[src/design/ipv6p_pkg.sv]
// ----------------------------------------------------------------------------
// ipv6p_pkg
// Shared types and constants for the IPv6 address text parser.
// ----------------------------------------------------------------------------
package ipv6p_pkg;

  localparam int unsigned GROUPS      = 8;
  localparam int unsigned GROUP_W     = 16;
  localparam int unsigned MAX_DIGITS  = 4;
  localparam int unsigned MAX_COLONS  = 2;

  localparam logic [3:0] GAP_NONE     = 4'd8;
  localparam logic [3:0] GROUPS_FULL  = 4'd8;

  localparam logic [7:0] CH_0     = 8'h30;
  localparam logic [7:0] CH_9     = 8'h39;
  localparam logic [7:0] CH_LC_A  = 8'h61;
  localparam logic [7:0] CH_LC_F  = 8'h66;
  localparam logic [7:0] CH_UC_A  = 8'h41;
  localparam logic [7:0] CH_UC_F  = 8'h46;
  localparam logic [7:0] CH_COLON = 8'h3a;

  typedef enum logic [2:0] {
    ST_OK          = 3'd0,
    ST_TOO_MANY    = 3'd1,
    ST_LONG_GROUP  = 3'd2,
    ST_SECOND_GAP  = 3'd3,
    ST_TOO_FEW     = 3'd4
  } status_t;

  typedef logic [GROUP_W-1:0] group_t;

endpackage

[src/design/ipv6p_if.sv]
// ----------------------------------------------------------------------------
// ipv6p_if
// Valid/ready channels: character beats in, parse result beats out.
// ----------------------------------------------------------------------------
interface ipv6p_in_if;
  logic       valid;
  logic       ready;
  logic [7:0] character;
  logic       end_of_text;

  modport source (output valid, output character, output end_of_text, input ready);
  modport sink   (input valid, input character, input end_of_text, output ready);
endinterface

interface ipv6p_out_if;
  logic        valid;
  logic        ready;
  logic [2:0]  status;
  logic [63:0] address_high;
  logic [63:0] address_low;
  logic        stopped_on_character;

  modport source (output valid, output status, output address_high, output address_low,
                  output stopped_on_character, input ready);
  modport sink   (input valid, input status, input address_high, input address_low,
                  input stopped_on_character, output ready);
endinterface

[src/design/ipv6_address_text_parser.sv]
// ----------------------------------------------------------------------------
// ipv6_address_text_parser
// Parses IPv6 address text, one character beat at a time, into 128 bits.
// ----------------------------------------------------------------------------
// Usage:
//   in_ch  : one character beat per cycle (character, end_of_text).
//            end_of_text or an error closes the parse; a character neither hex
//            digit nor allowed colon closes it too, taken but not parsed.
//   out_ch : one result beat per finished parse: status, address_high,
//            address_low, stopped_on_character. Beats that do not close a
//            parse give no result.
//   Result:  a result is in the output register in the cycle after the beat
//            that closes the parse. Throughput: one beat per cycle while
//            in_ch.ready is high; parse state updates when a beat is taken.
//   Stall:   the single output register holds a result until taken; a new
//            input beat is taken whenever that register is empty or is
//            being emptied in the same cycle.
//   Reset:   rst_n (synchronous, low) clears the parse state and the output
//            valid. The group store is not cleared; it is only read at
//            entries written in the current parse.
// ----------------------------------------------------------------------------
module ipv6_address_text_parser (
  input  logic        clk,
  input  logic        rst_n,
  ipv6p_in_if.sink    in_ch,
  ipv6p_out_if.source out_ch
);

  ipv6p_pkg::group_t group_store_r [ipv6p_pkg::GROUPS];
  ipv6p_pkg::group_t cur_group_r, cur_group_nxt;
  logic [3:0] group_cnt_r, group_cnt_nxt;
  logic [2:0] digit_cnt_r, digit_cnt_nxt;
  logic [1:0] colon_run_r, colon_run_nxt;
  logic [3:0] gap_pos_r, gap_pos_nxt;

  logic        out_valid_r;
  logic [2:0]  status_r, status_nxt;
  logic [63:0] addr_hi_r, addr_hi_nxt;
  logic [63:0] addr_lo_r, addr_lo_nxt;
  logic        stopped_r, stopped_nxt;

  logic       accept;
  logic       emit;
  logic       do_finish;
  logic       store_en;
  logic       is_digit;
  logic       is_colon;
  logic [3:0] digit_val;
  logic [1:0] colon_inc;

  ipv6p_pkg::group_t eff [ipv6p_pkg::GROUPS];
  ipv6p_pkg::group_t full [ipv6p_pkg::GROUPS];
  logic [3:0] n_groups;
  logic [3:0] fill;
  logic       full_ok;

  assign in_ch.ready = !out_valid_r || out_ch.ready;
  assign accept      = in_ch.valid && in_ch.ready;

  // character decode
  always_comb begin
    is_digit  = 1'b0;
    digit_val = 4'd0;
    if (in_ch.character >= ipv6p_pkg::CH_0 && in_ch.character <= ipv6p_pkg::CH_9) begin
      is_digit  = 1'b1;
      digit_val = 4'(in_ch.character - ipv6p_pkg::CH_0);
    end else if (in_ch.character >= ipv6p_pkg::CH_LC_A &&
                 in_ch.character <= ipv6p_pkg::CH_LC_F) begin
      is_digit  = 1'b1;
      digit_val = 4'(in_ch.character - ipv6p_pkg::CH_LC_A) + 4'd10;
    end else if (in_ch.character >= ipv6p_pkg::CH_UC_A &&
                 in_ch.character <= ipv6p_pkg::CH_UC_F) begin
      is_digit  = 1'b1;
      digit_val = 4'(in_ch.character - ipv6p_pkg::CH_UC_A) + 4'd10;
    end
    is_colon  = (in_ch.character == ipv6p_pkg::CH_COLON) &&
                (colon_run_r < 2'(ipv6p_pkg::MAX_COLONS));
    colon_inc = colon_run_r + 2'd1;
  end

  // gap expansion at end of parse; pending digits count as the last group
  always_comb begin
    for (int i = 0; i < ipv6p_pkg::GROUPS; i++) begin
      eff[i] = group_store_r[i];
      if (digit_cnt_r != 3'd0 && group_cnt_r == 4'(i)) begin
        eff[i] = cur_group_r;
      end
    end
    n_groups = group_cnt_r +
               4'((digit_cnt_r != 3'd0 && group_cnt_r < ipv6p_pkg::GROUPS_FULL) ? 1 : 0);
    fill     = ipv6p_pkg::GROUPS_FULL - n_groups;
    full_ok  = (gap_pos_r < ipv6p_pkg::GAP_NONE) || (n_groups == ipv6p_pkg::GROUPS_FULL);
    for (int i = 0; i < ipv6p_pkg::GROUPS; i++) begin
      if (gap_pos_r == ipv6p_pkg::GAP_NONE || 4'(i) < gap_pos_r) begin
        full[i] = eff[i];
      end else if (5'(i) < 5'(gap_pos_r) + 5'(fill)) begin
        full[i] = '0;
      end else begin
        full[i] = eff[3'(4'(i) - fill)];
      end
    end
  end

  // per-beat step
  always_comb begin
    cur_group_nxt = cur_group_r;
    group_cnt_nxt = group_cnt_r;
    digit_cnt_nxt = digit_cnt_r;
    colon_run_nxt = colon_run_r;
    gap_pos_nxt   = gap_pos_r;
    emit          = 1'b0;
    do_finish     = 1'b0;
    store_en      = 1'b0;
    status_nxt    = ipv6p_pkg::ST_OK;
    stopped_nxt   = 1'b0;
    addr_hi_nxt   = '0;
    addr_lo_nxt   = '0;

    if (in_ch.end_of_text) begin
      do_finish = 1'b1;
    end else if (!is_digit && !is_colon) begin
      do_finish   = 1'b1;
      stopped_nxt = 1'b1;
    end else if (group_cnt_r >= ipv6p_pkg::GROUPS_FULL) begin
      emit       = 1'b1;
      status_nxt = ipv6p_pkg::ST_TOO_MANY;
    end else if (is_digit) begin
      if (digit_cnt_r >= 3'(ipv6p_pkg::MAX_DIGITS)) begin
        emit       = 1'b1;
        status_nxt = ipv6p_pkg::ST_LONG_GROUP;
      end else begin
        cur_group_nxt = {cur_group_r[11:0], digit_val};
        colon_run_nxt = 2'd0;
        digit_cnt_nxt = digit_cnt_r + 3'd1;
      end
    end else begin
      colon_run_nxt = colon_inc;
      if (colon_inc == 2'(ipv6p_pkg::MAX_COLONS)) begin
        if (gap_pos_r < ipv6p_pkg::GAP_NONE) begin
          emit       = 1'b1;
          status_nxt = ipv6p_pkg::ST_SECOND_GAP;
        end else begin
          gap_pos_nxt = group_cnt_r;
        end
      end
      if (!emit && digit_cnt_r != 3'd0) begin
        store_en      = 1'b1;
        group_cnt_nxt = group_cnt_r + 4'd1;
        cur_group_nxt = '0;
        digit_cnt_nxt = 3'd0;
      end
    end

    if (do_finish) begin
      emit = 1'b1;
      if (full_ok) begin
        status_nxt  = ipv6p_pkg::ST_OK;
        addr_hi_nxt = {full[0], full[1], full[2], full[3]};
        addr_lo_nxt = {full[4], full[5], full[6], full[7]};
      end else begin
        status_nxt = ipv6p_pkg::ST_TOO_FEW;
      end
    end

    if (emit) begin
      cur_group_nxt = '0;
      group_cnt_nxt = 4'd0;
      digit_cnt_nxt = 3'd0;
      colon_run_nxt = 2'd0;
      gap_pos_nxt   = ipv6p_pkg::GAP_NONE;
    end
  end

  always_ff @(posedge clk) begin
    if (accept && store_en) begin
      group_store_r[group_cnt_r[2:0]] <= cur_group_r;
    end
  end

  always_ff @(posedge clk) begin
    if (!rst_n) begin
      cur_group_r <= '0;
      group_cnt_r <= 4'd0;
      digit_cnt_r <= 3'd0;
      colon_run_r <= 2'd0;
      gap_pos_r   <= ipv6p_pkg::GAP_NONE;
      out_valid_r <= 1'b0;
    end else begin
      if (accept) begin
        cur_group_r <= cur_group_nxt;
        group_cnt_r <= group_cnt_nxt;
        digit_cnt_r <= digit_cnt_nxt;
        colon_run_r <= colon_run_nxt;
        gap_pos_r   <= gap_pos_nxt;
      end
      if (accept && emit) begin
        out_valid_r <= 1'b1;
      end else if (out_ch.ready) begin
        out_valid_r <= 1'b0;
      end
    end
  end

  always_ff @(posedge clk) begin
    if (accept && emit) begin
      status_r  <= status_nxt;
      addr_hi_r <= addr_hi_nxt;
      addr_lo_r <= addr_lo_nxt;
      stopped_r <= stopped_nxt;
    end
  end

  assign out_ch.valid                = out_valid_r;
  assign out_ch.status               = status_r;
  assign out_ch.address_high         = addr_hi_r;
  assign out_ch.address_low          = addr_lo_r;
  assign out_ch.stopped_on_character = stopped_r;

endmodule
[src/flat_wrapper.sv]
// flat-port wrapper written by rule: the top's interface ports become plain ports
module ipv6_address_text_parser_flat 
  (clk, rst_n, in_ch_valid, in_ch_character, in_ch_end_of_text, in_ch_ready, out_ch_valid, out_ch_status, out_ch_address_high, out_ch_address_low, out_ch_stopped_on_character, out_ch_ready);
  ipv6p_in_if in_ch_i ();
  ipv6p_out_if out_ch_i ();
  input  logic clk;
  input  logic rst_n;
  input wire logic [$bits(in_ch_i.valid)-1:0] in_ch_valid;
  input wire logic [$bits(in_ch_i.character)-1:0] in_ch_character;
  input wire logic [$bits(in_ch_i.end_of_text)-1:0] in_ch_end_of_text;
  output wire logic [$bits(in_ch_i.ready)-1:0] in_ch_ready;
  output wire logic [$bits(out_ch_i.valid)-1:0] out_ch_valid;
  output wire logic [$bits(out_ch_i.status)-1:0] out_ch_status;
  output wire logic [$bits(out_ch_i.address_high)-1:0] out_ch_address_high;
  output wire logic [$bits(out_ch_i.address_low)-1:0] out_ch_address_low;
  output wire logic [$bits(out_ch_i.stopped_on_character)-1:0] out_ch_stopped_on_character;
  input wire logic [$bits(out_ch_i.ready)-1:0] out_ch_ready;
  assign in_ch_i.valid = in_ch_valid;
  assign in_ch_i.character = in_ch_character;
  assign in_ch_i.end_of_text = in_ch_end_of_text;
  assign in_ch_ready = in_ch_i.ready;
  assign out_ch_valid = out_ch_i.valid;
  assign out_ch_status = out_ch_i.status;
  assign out_ch_address_high = out_ch_i.address_high;
  assign out_ch_address_low = out_ch_i.address_low;
  assign out_ch_stopped_on_character = out_ch_i.stopped_on_character;
  assign out_ch_i.ready = out_ch_ready;
  ipv6_address_text_parser u_core (.clk(clk), .rst_n(rst_n), .in_ch(in_ch_i), .out_ch(out_ch_i));
endmodule
[config.mk]
export PLATFORM = sky130hd
export DESIGN_NAME = ipv6_address_text_parser_flat
export DESIGN_NICKNAME = d
export VERILOG_FILES = /design/src/design/ipv6p_pkg.sv /design/src/design/ipv6p_if.sv /design/src/design/ipv6_address_text_parser.sv /design/src/flat_wrapper.sv
export SDC_FILE = /design/constraint.sdc
export NUM_CORES = 1
export LEC_CHECK = 0
export BUFFER_PORTS_ARGS = -buffer_cell sky130_fd_sc_hd__clkbuf_2
export CAP_MARGIN = 20
export CORE_MARGIN = 4
export CORE_UTILIZATION = 40
export DETAILED_ROUTE_END_ITERATION = 10
export PLACE_DENSITY = 0.7
export SETUP_SLACK_MARGIN = 0.4
export SLEW_MARGIN = 20
export SYNTH_ARGS = -nofsm -noshare
export SYNTH_HDL_FRONTEND = slang
export SYNTH_SLANG_ARGS = --single-unit
[constraint.sdc]
create_clock -name clk -period 9.7 [get_ports clk]
set_input_delay 1.94 -clock clk [delete_from_list [all_inputs] [get_ports clk]]
set_output_delay 1.94 -clock clk [all_outputs]
set_load 0.02 [all_outputs]
==> impl_metrics.csv <==
group,metric,value,unit
min_path,min_from,"u_core.colon_run_r[1]",
clock_tree,clk_pin_slew_worst_paths,0.06,ns
power_and_ir_drop,ir_worst_vdd,0.000132,V
clock_tree,clk_path_buf_depth,3,
drt,drtIter0Drc,2290,
grt,grt_start_max_net_pins,122,
finish,most-common-layout-cells,"edfxtp_1 (260), nand2_1 (175), mux2i_1 (157)",
job,cap_viol_max_count,0,
yosys,synthArstFlopShare,0,
drt,wirelength,68700,µm
worst_setup_path,r2r_slack,3.03,ns
yosys,synthTopCellsByArea,"edfxtp_1 (42%), mux2i_1 (8.5%), a221oi_1 (6.1%)",
timing,fin_crit,6.67,ns
drt,firstDrtPassIters,5,
timing,fin_crit_sh,0.688,
min_path,hold_class,"reg -> reg",
floorplan,io_pins,147,
min_path,holdPathStages,2,
yosys,syn-num-nets,1785,
yosys,ys_ff_latch,290,
timing,slew_headroom,0.149,
placement,portBuffers,146,
worst_setup_path,rr_endpoint,"u_core.out_ch.address_low[30]",
finish,drive_gt1_frac,0.184,
finish,final_cells,2415,
floorplan,dieHeight,223,µm
floorplan,dieArea,0.0495,mm²
clock_tree,cts_tree,"yes",
yosys,synth_ff_type,"edfxtp_1",
power_and_ir_drop,power_density,135,mW/mm²
drt,via_per_inst,6.70,
placement,dp.cells,2359,
placement,place_area,0.0196,mm²
finish,areaGrowthSynthToFinish,11.9,%
placement,hpwlAfterDp,48900,µm
timing,tightest_slew,1.27,ns
yosys,yosys_warnings,0,
clock_tree,root_buffer,"clkbuf_16",
drt,antenna_left,0,
power_and_ir_drop,leakagePower,0.00775,µW
clock_tree,cts_resized,0,
timing,rsz0062_at_grt,"false",
clock_tree,cts_sinks,290,
timing,setup_viol,0,
floorplan,fp.dieW,223,µm
outcome,status,"complete, no violations",
yosys,syn_area_per_cell,10.5,µm²
worst_setup_path,path_max_fanout,35,
timing,clock.fmax,150,MHz
min_path,holdPathEnd,"u_core.colon_run_r[1]",
worst_setup_path,start_kind,"register",
floorplan,core_area,0.0455,mm²
worst_setup_path,required,10.10,ns
drt,vias,16186,
finish,final_area,0.0206,mm²
clock_tree,htree_levels,1,
grt,grt_pass1_wl,101000,µm
floorplan,initial_utilization,0.405,
timing,hold-worst-slack,0.477,ns
yosys,synth_edf_count,260,
yosys,synthDistinctLibCells,78,
clock_tree,clock_latency,0.60,ns
worst_setup_path,endpoint_kind,"register",
drt,wl_per_cell,28.5,µm
finish,final_common_cell,"edfxtp_1",
worst_setup_path,arrival,7.07,ns
yosys,synth_area_leader_cell,"edfxtp_1",
drt,drc,0,
worst_setup_path,path_class,"reg -> reg",
floorplan,rows,78,
grt,antenna_found_initial,1,
finish,utilization,0.453,
timing,finalSetupTns,0,ns
finish,antenna_cells,0,
timing,hold_viol,0,
grt,grt_pass1_vias,15219,
yosys,seq_area_frac_synth,0.457,
finish,nNetsFinal,1825,
yosys,synth_area,0.0184,mm²
placement,place.gp.congestion,0.987,
yosys,synthCells,1752,
clock_tree,hold_buffers,0,
yosys,post-synth-top-area-fraction,0.424,
grt,grt.overflow.total,0,
grt,grt_use_total,0.264,
clock_tree,post_cts_buffers,0,
worst_setup_path,reg2reg_from,"u_core.digit_cnt_r[0]",
worst_setup_path,reg2regPathDepth,17,
timing,finClkSkew,0.0132,ns
clock_tree,numCtsBuffers,31,
timing,drv_slew,0,
[metal layers]
layer	routed length (µm)	vias up	track usage	share of wire
li1	-	7043	-	-
met2	28400	1128	0.376	0.41
met5	80	-	0.00978	0.0012
met4	2290	4	0.0861	0.033
met1	29300	7833	0.387	0.43
met3	8690	178	0.0745	0.13
[sequential cells by signal (all words and copies together), names as in the netlist]
register                            flops
u_core.group_store_r                  128
u_core.out_ch.address_high             64
u_core.out_ch.address_low              64
u_core.cur_group_r                     16
u_core.gap_pos_r                        4
u_core.group_cnt_r                      4
u_core.digit_cnt_r                      3
u_core.out_ch.status                    3
u_core.colon_run_r                      2
u_core.out_ch.stopped_on_character      1
u_core.out_ch.valid                     1
[worst max-delay path: stages, from the launching register on]
cell and delay (ns):
dfxtp_1 0.33, inv_1 0.08, ha_1 0.16, nor2b_2 0.13, buf_4 0.29, nor2_1 0.08, ha_1 0.29, buf_4 0.36
clkinv_1 0.60, ha_1 0.52, xor3_2 0.27, inv_2 0.73, ha_1 0.45, a2111oi_2 0.36, o21ai_0 0.28, a211oi_4 1.03
a22oi_1 0.27, o21ai_1 0.21
[area by class of cell]
class                           count  area [µm²]
Fill cell                        4237       24900
Multi-Input combinational cell   1271        9370
Sequential cell                   290        8410
Timing Repair Buffer              177         976
Clock buffer                       33         783
Tap cell                          600         751
Clock inverter                     23         233
Inverter                           21        78.8
[where the power goes]
part	leakage (µW)	total [µW]	internal [µW]	switching [µW]
registers	0.00270	1390	1380	14.3
logic	0.00456	160	44.1	116
clock network	0.000487	1220	690	527
[per-stage QoR]
step / setup WS [ns] / power (µW)
final: 3.03 / 2770
after CTS: 3.04 / 2780
after global routing: 2.68 / 2850
after detailed placement: 3.05 / 1580
after global placement: 3.40 / 1580
after floorplan: 2.62 / 1520
[cell usage after synthesis (all sizes together) (30+ instances only)]
master and count:
nor2 120, dfxtp 30, a21oi 61, o21ai 132, mux2 39, clkbuf 98
o22ai 42, a221o 49, a221oi 128, o22a 60, buf 72, nand2 178
nor3 38, edfxtp 260, o32a 32, mux2i 157
[cell families (layout without fill, tap and decap cells)]
| logic type | after synthesis | count (layout) | synth area share |
|---|---|---|---|
| buf+inv | 191 | 254 | 0.0462 |
| mux | 198 | 198 | 0.112 |
| flops | 290 | 290 | 0.457 |
| simple gates | 437 | 437 | 0.108 |
| compound gates | 600 | 600 | 0.254 |
| xor+xnor | 16 | 16 | 0.00965 |
| fa+ha+maj | 20 | 20 | 0.0140 |
[worst max-delay path by stage]
stage | slack, ns | to | startpoint | depth (start not counted)
finish | 3.03 | u_core.out_ch.address_low[30] | u_core.digit_cnt_r[0] | 17
global route | 2.68 | u_core.out_ch.address_low[21] | u_core.digit_cnt_r[0] | 17
CTS | 3.04 | u_core.out_ch.address_low[60] | u_core.digit_cnt_r[0] | 17
detailed placement | 3.05 | u_core.out_ch.address_low[60] | u_core.digit_cnt_r[0] | 17
global placement | 3.40 | u_core.out_ch.address_high[9] | u_core.digit_cnt_r[0] | 17
floorplan | 2.62 | u_core.out_ch.address_high[0] | in_ch_character[0] | 7
(Power assumes the default switching activity.)
